[src/hdl/ovn_pkg.sv]
// ----------------------------------------------------------------------------
// ovn_pkg
// Shared widths, register indexes, hash constants and the raised-cosine
// weight generator for the octave value-noise block.
// ----------------------------------------------------------------------------
package ovn_pkg;

   // Field and datapath widths.
   localparam int POSITION_W = 24;
   localparam int RESULT_W   = 20;
   localparam int CSR_DATA_W = 16;
   localparam int CSR_IDX_W  = 3;
   localparam int BASE_W     = 4;
   localparam int GAIN_W     = 16;
   localparam int LATTICE_W  = 17;
   localparam int VALUE_W    = 32;
   localparam int WEIGHT_W   = 17;
   localparam int MAX_OCTAVES = 4;

   // Register indexes of the configuration port.
   localparam logic [CSR_IDX_W-1:0] CSR_BASE_LOG2 = 3'd0;
   localparam logic [CSR_IDX_W-1:0] CSR_GAIN0     = 3'd1;
   localparam logic [CSR_IDX_W-1:0] CSR_GAIN1     = 3'd2;
   localparam logic [CSR_IDX_W-1:0] CSR_GAIN2     = 3'd3;
   localparam logic [CSR_IDX_W-1:0] CSR_GAIN3     = 3'd4;

   // Register reset values.
   localparam logic [BASE_W-1:0] BASE_RESET  = 4'd7;
   localparam logic [GAIN_W-1:0] GAIN0_RESET = 16'd32768;
   localparam logic [GAIN_W-1:0] GAIN1_RESET = 16'd16384;
   localparam logic [GAIN_W-1:0] GAIN2_RESET = 16'd6554;
   localparam logic [GAIN_W-1:0] GAIN3_RESET = 16'd1966;
   localparam logic [BASE_W-1:0] MIN_BASE_LOG2 = 4'd3;

   // Lattice hash constants; only the low 31 bits of the hash survive.
   localparam logic [30:0] HASH_MUL  = 31'd15731;
   localparam logic [30:0] HASH_ADD1 = 31'd789221;
   localparam logic [30:0] HASH_ADD2 = 31'd1376312589;
   localparam logic signed [VALUE_W-1:0] VALUE_ONE = 32'sh4000_0000;

   // Output rails of signed Q4.16.
   localparam logic signed [21:0] OUT_MAX = 22'sd524287;
   localparam logic signed [21:0] OUT_MIN = -22'sd524288;

   localparam logic [63:0] ONE_Q30 = 64'h0000_0000_4000_0000;
   localparam logic [63:0] PI_Q30  = 64'd3373259426;

   // Raised-cosine weight (1 - cos(pi*t))/2 in Q0.16 for table entry idx of
   // a table with 2^tbits entries. The cosine is a six-term Horner series in
   // Q2.30, and the upper half of the table mirrors the lower half.
   function automatic logic [WEIGHT_W-1:0] cos_weight(input int unsigned idx,
                                                      input int unsigned tbits);
      logic [63:0] theta;
      logic [63:0] x2;
      logic [63:0] r;
      logic [63:0] t;
      logic [63:0] w;
      int unsigned size;
      int unsigned half;
      int unsigned j;
      size = 32'd1 << tbits;
      half = size >> 1;
      j = (idx <= half) ? idx : size - idx;
      theta = (PI_Q30 * 64'(j)) >> tbits;
      x2 = (theta * theta) >> 30;
      r = ONE_Q30;
      for (int k = 0; k < 6; k++) begin
         t = (x2 * r) >> 30;
         unique case (k)
            0: t = t / 64'd132;
            1: t = t / 64'd90;
            2: t = t / 64'd56;
            3: t = t / 64'd30;
            4: t = t / 64'd12;
            default: t = t / 64'd2;
         endcase
         r = (t > ONE_Q30) ? 64'd0 : ONE_Q30 - t;
      end
      w = (ONE_Q30 - r + 64'd16384) >> 15;
      if (w > 64'd65536) begin
         w = 64'd65536;
      end
      if (idx > half) begin
         w = 64'd65536 - w;
      end
      return w[WEIGHT_W-1:0];
   endfunction

endpackage

[src/hdl/ovn_hash.sv]
// ----------------------------------------------------------------------------
// ovn_hash
// Three-stage pipelined integer hash of one lattice point to a value in
// (-1, 1] as signed Q2.30.
// ----------------------------------------------------------------------------
module ovn_hash (
   input  logic                                 clock,
   input  logic [ovn_pkg::LATTICE_W-1:0]        n,
   output logic signed [ovn_pkg::VALUE_W-1:0]   lattice_value
);
   import ovn_pkg::*;

   logic [31:0] n_ext;
   logic [31:0] m_in;
   logic [31:0] mm_in;
   logic [30:0] m1_ff;
   logic [30:0] mm1_ff;
   logic [30:0] m2_ff;
   logic [30:0] t2_ff;
   logic [30:0] t2_in;
   logic [30:0] h3_in;
   logic signed [VALUE_W-1:0] val3_ff;
   logic signed [VALUE_W-1:0] val3_in;

   // Only the low 31 bits of every product reach the masked hash.
   always_comb begin
      n_ext = 32'(n);
      m_in  = (n_ext << 13) ^ n_ext;
      mm_in = m_in * m_in;
      t2_in = mm1_ff * HASH_MUL + HASH_ADD1;
      h3_in = m2_ff * t2_ff + HASH_ADD2;
      val3_in = VALUE_ONE - $signed({1'b0, h3_in});
   end

   always_ff @(posedge clock) begin
      m1_ff   <= m_in[30:0];
      mm1_ff  <= mm_in[30:0];
      m2_ff   <= m1_ff;
      t2_ff   <= t2_in;
      val3_ff <= val3_in;
   end

   assign lattice_value = val3_ff;

endmodule

[config.mk]
export PLATFORM = sky130hd
export DESIGN_NAME = ovn_hash
export DESIGN_NICKNAME = d
export VERILOG_FILES = /design/src/hdl/ovn_pkg.sv /design/src/hdl/ovn_hash.sv
export SDC_FILE = /design/constraint.sdc
export NUM_CORES = 2
export LEC_CHECK = 0
export BUFFER_PORTS_ARGS = -buffer_cell sky130_fd_sc_hd__clkbuf_2
export CAP_MARGIN = 5
export CORE_MARGIN = 5
export CORE_UTILIZATION = 63
export DETAILED_ROUTE_END_ITERATION = 10
export PLACE_DENSITY = 0.8
export SETUP_SLACK_MARGIN = 0.05
export SYNTH_ARGS = -nofsm -noshare
export SYNTH_HDL_FRONTEND = slang
export SYNTH_SLANG_ARGS = --single-unit
[constraint.sdc]
create_clock -name clock -period 14.95 [get_ports clock]
set_input_delay 4.485 -clock clock [delete_from_list [all_inputs] [get_ports clock]]
set_output_delay 4.485 -clock clock [all_outputs]
set_load 0.005 [all_outputs]
==> reports/metrics.yaml <==
synthMuxAreaShare_pct: 0.1473
cap_violations: 0
yosysTopAreaCell: "fa_1"
synthXorXnorAreaFrac_pct: 4.714
start_util_pct: 63.39
nNetsFinal: 4996
cts_tree: "built"
ys_types: 72
relSlewSlack_pct: 33.94
antenna_left: 0
h-tree-depth: 4
hp-class: "flip-flop to flip-flop"
cts_buffer_depth: 2
drv_slew: 0
coreArea_um2: 56280
cts_root_buf: "clkbuf_16"
place_hpwl_um: 71910
rsz0062_at_grt: "false"
syn-cell-area_um2: 35670
vias_per_cell: 5.417
vias: 24480
final.setup_skew_ns: 0.01185
syn_inst: 3724
hold_violations: 0
drt_iter0_drc: 1421
grt_usage_pct: 29.66
ys.flop_type: "dfxtp_1"
syn_area_per_cell_um2: 9.579
synth_top_area_share_pct: 47.87
wire_per_inst_um: 18.81
synth_top_family_by_area: "adder cells"
dieArea_um2: 61480
clk_latency_ns: 0.48
synthArstFlopShare_pct: 0
area_growth_pct: 4.714
tightest_slew_ns: 0.9896
die_x_um: 248.0
period_needed_ns: 12.37
synth_seq_cells: 133
cp.arrival_ns: 12.69
antenna_found_initial: 0
wl_um: 85030
status: "completed"
fp.dieH_um: 248.0
end_kind: "flip-flop"
fin_area_um2: 37350
placed_cell_area_um2: 36780
first_global_vias: 27530
fin_crit_sh_pct: 82.71
grt_pass1_wl_um: 140600
timing.fmax_mhz: 80.87
post_cts_resized: 0
path_max_fanout: 22
firstDrtPassIters: 5
grt_max_degree: 31
gp_congestion: 0.9929
synth_compound_area_share_pct: 4.009
clk_pin_slew_ns: 0.06
layout_common_cells: "1150 x inv_1, 853 x fa_1, 375 x ha_1"
layout-drive-gt1-share_pct: 3.295
ys_seq_area_share_pct: 7.464
hold_buffers: 0
synth_fa_ha_area_share_pct: 61.02
worstSetupStartpointType: "primary input"
yosys.area_share.simple_pct: 9.642
final.setup.tns_ns: 0
ys_warn_count: 0
ios: 50
finalSetupViolations: 0
clkSinkCount: 133
postCtsSetupBuffers: 0
synth_edf_count: 0
drc: 0
cts_inserted_buffers: 17
overflow: 0
layout_commonest_cell: "inv_1"
port_buffers: 49
rows: 87
crit_required_ns: 15.27
synthTopCellsByArea: "fa_1 48%, ha_1 13%, inv_1 12%"
setup.worst_path.class: "primary input to flip-flop"
-- per-layer routing --
layer / part of all wire (%) / wire (um) / vias to the layer above / track usage [%]
met3: 7.1 / 6060 / 319 / 5.804
met2: 50 / 42160 / 1030 / 50.59
met4: 6.2 / 5270 / 0 / 14.85
li1: - / - / 10790 / -
met1: 37 / 31540 / 12350 / 36.20
met5: 0 / 0 / - / 0
-- logic make-up (layout without fill, tap and decap cells) --
| kind of cell | after synthesis | after routing |
|---|---|---|
| simple gates | 720 | 720 |
| buf+inv | 1231 | 1254 |
| other cells | 2 | 19 |
| compound gates | 213 | 213 |
| mux | 5 | 5 |
| xor+xnor | 192 | 192 |
| fa+ha+maj | 1228 | 1228 |
| flops | 133 | 133 |
-- per-stage QoR --
stage | utilization (%) | worst slack (ns) | std cells | hold slack [ns]
final | 66.38 | 2.584 | 4520 | 0.3271
after global routing | 66.37 | 2.006 | 4519 | 0.3289
after CTS | 66.37 | 2.611 | 4519 | 0.3270
after detailed placement | 65.35 | 2.138 | 4487 | 0.3121
after global placement | 65.35 | 2.330 | 4487 | 0.3106
after floorplan | - | 3.279 | 3740 | 0.3096
-- critical path, cell delays in order --
cell and delay (ns):
clkbuf_2 0.35, ha_1 0.52, inv_1 0.37, nand2_1 0.20, fa_1 0.58, inv_1 0.06, fa_1 0.52, fa_1 0.43
fa_1 0.49, inv_1 0.05, fa_1 0.51, inv_1 0.06, fa_1 0.48, fa_1 0.49, inv_1 0.05, fa_1 0.47
inv_1 0.04, ha_1 0.20, a2111oi_0 0.43, o221ai_1 0.24, a41o_1 0.28, a211o_1 0.34, nor4_1 0.34, o31ai_1 0.16
a21oi_1 0.25, a21oi_1 0.12, xnor2_1 0.14
-- worst paths after layout --
kind / start / to / slack (ns) / cells past startpoint
worst min register to register: m1_ff[19] / m2_ff[19] / 0.33 / 0
worst min-delay path: m1_ff[19] / m2_ff[19] / 0.33 / 0
worst max register to register: m2_ff[3] / lattice_value[29] / 6.38 / 26
worst max-delay path: n[0] / mm1_ff[30] / 2.58 / 27
-- Yosys cell counts, types with 4 or more instances --
cell,instances
a211o_1,8
a211oi_1,13
a21boi_0,5
a21o_1,16
a21oi_1,64
a31oi_1,7
and2_1,190
and3_1,6
clkbuf_1,73
dfxtp_1,133
fa_1,853
ha_1,375
inv_1,1150
nand2_1,361
nand2b_1,10
nand3_1,17
nor2_1,76
nor2b_1,17
nor3_1,12
nor4_1,7
o211ai_1,4
o21a_1,13
o21ai_0,36
o21bai_1,8
o31ai_1,6
or3_1,4
xnor2_1,143
xor2_1,49
-- cell type report --
class | count | area [um^2]
multi-input cells | 2376 | 28440
fillers | 4401 | 18920
inverters | 1152 | 4324
flip-flops and latches | 133 | 2663
well taps | 756 | 945.9
clock buffers | 19 | 442.9
repair buffers | 70 | 402.9
clock inverters | 13 | 133.9
diodes | 1 | 2.502
-- state kept, by name, indices dropped and copies added (netlist names) --
register and count:
m2_ff 21, t2_ff 30, lattice_value 32, m1_ff 20
mm1_ff 30
Power is not shown: default switching activity piles up to over one toggle a cycle in this logic, so the estimate is an artifact.
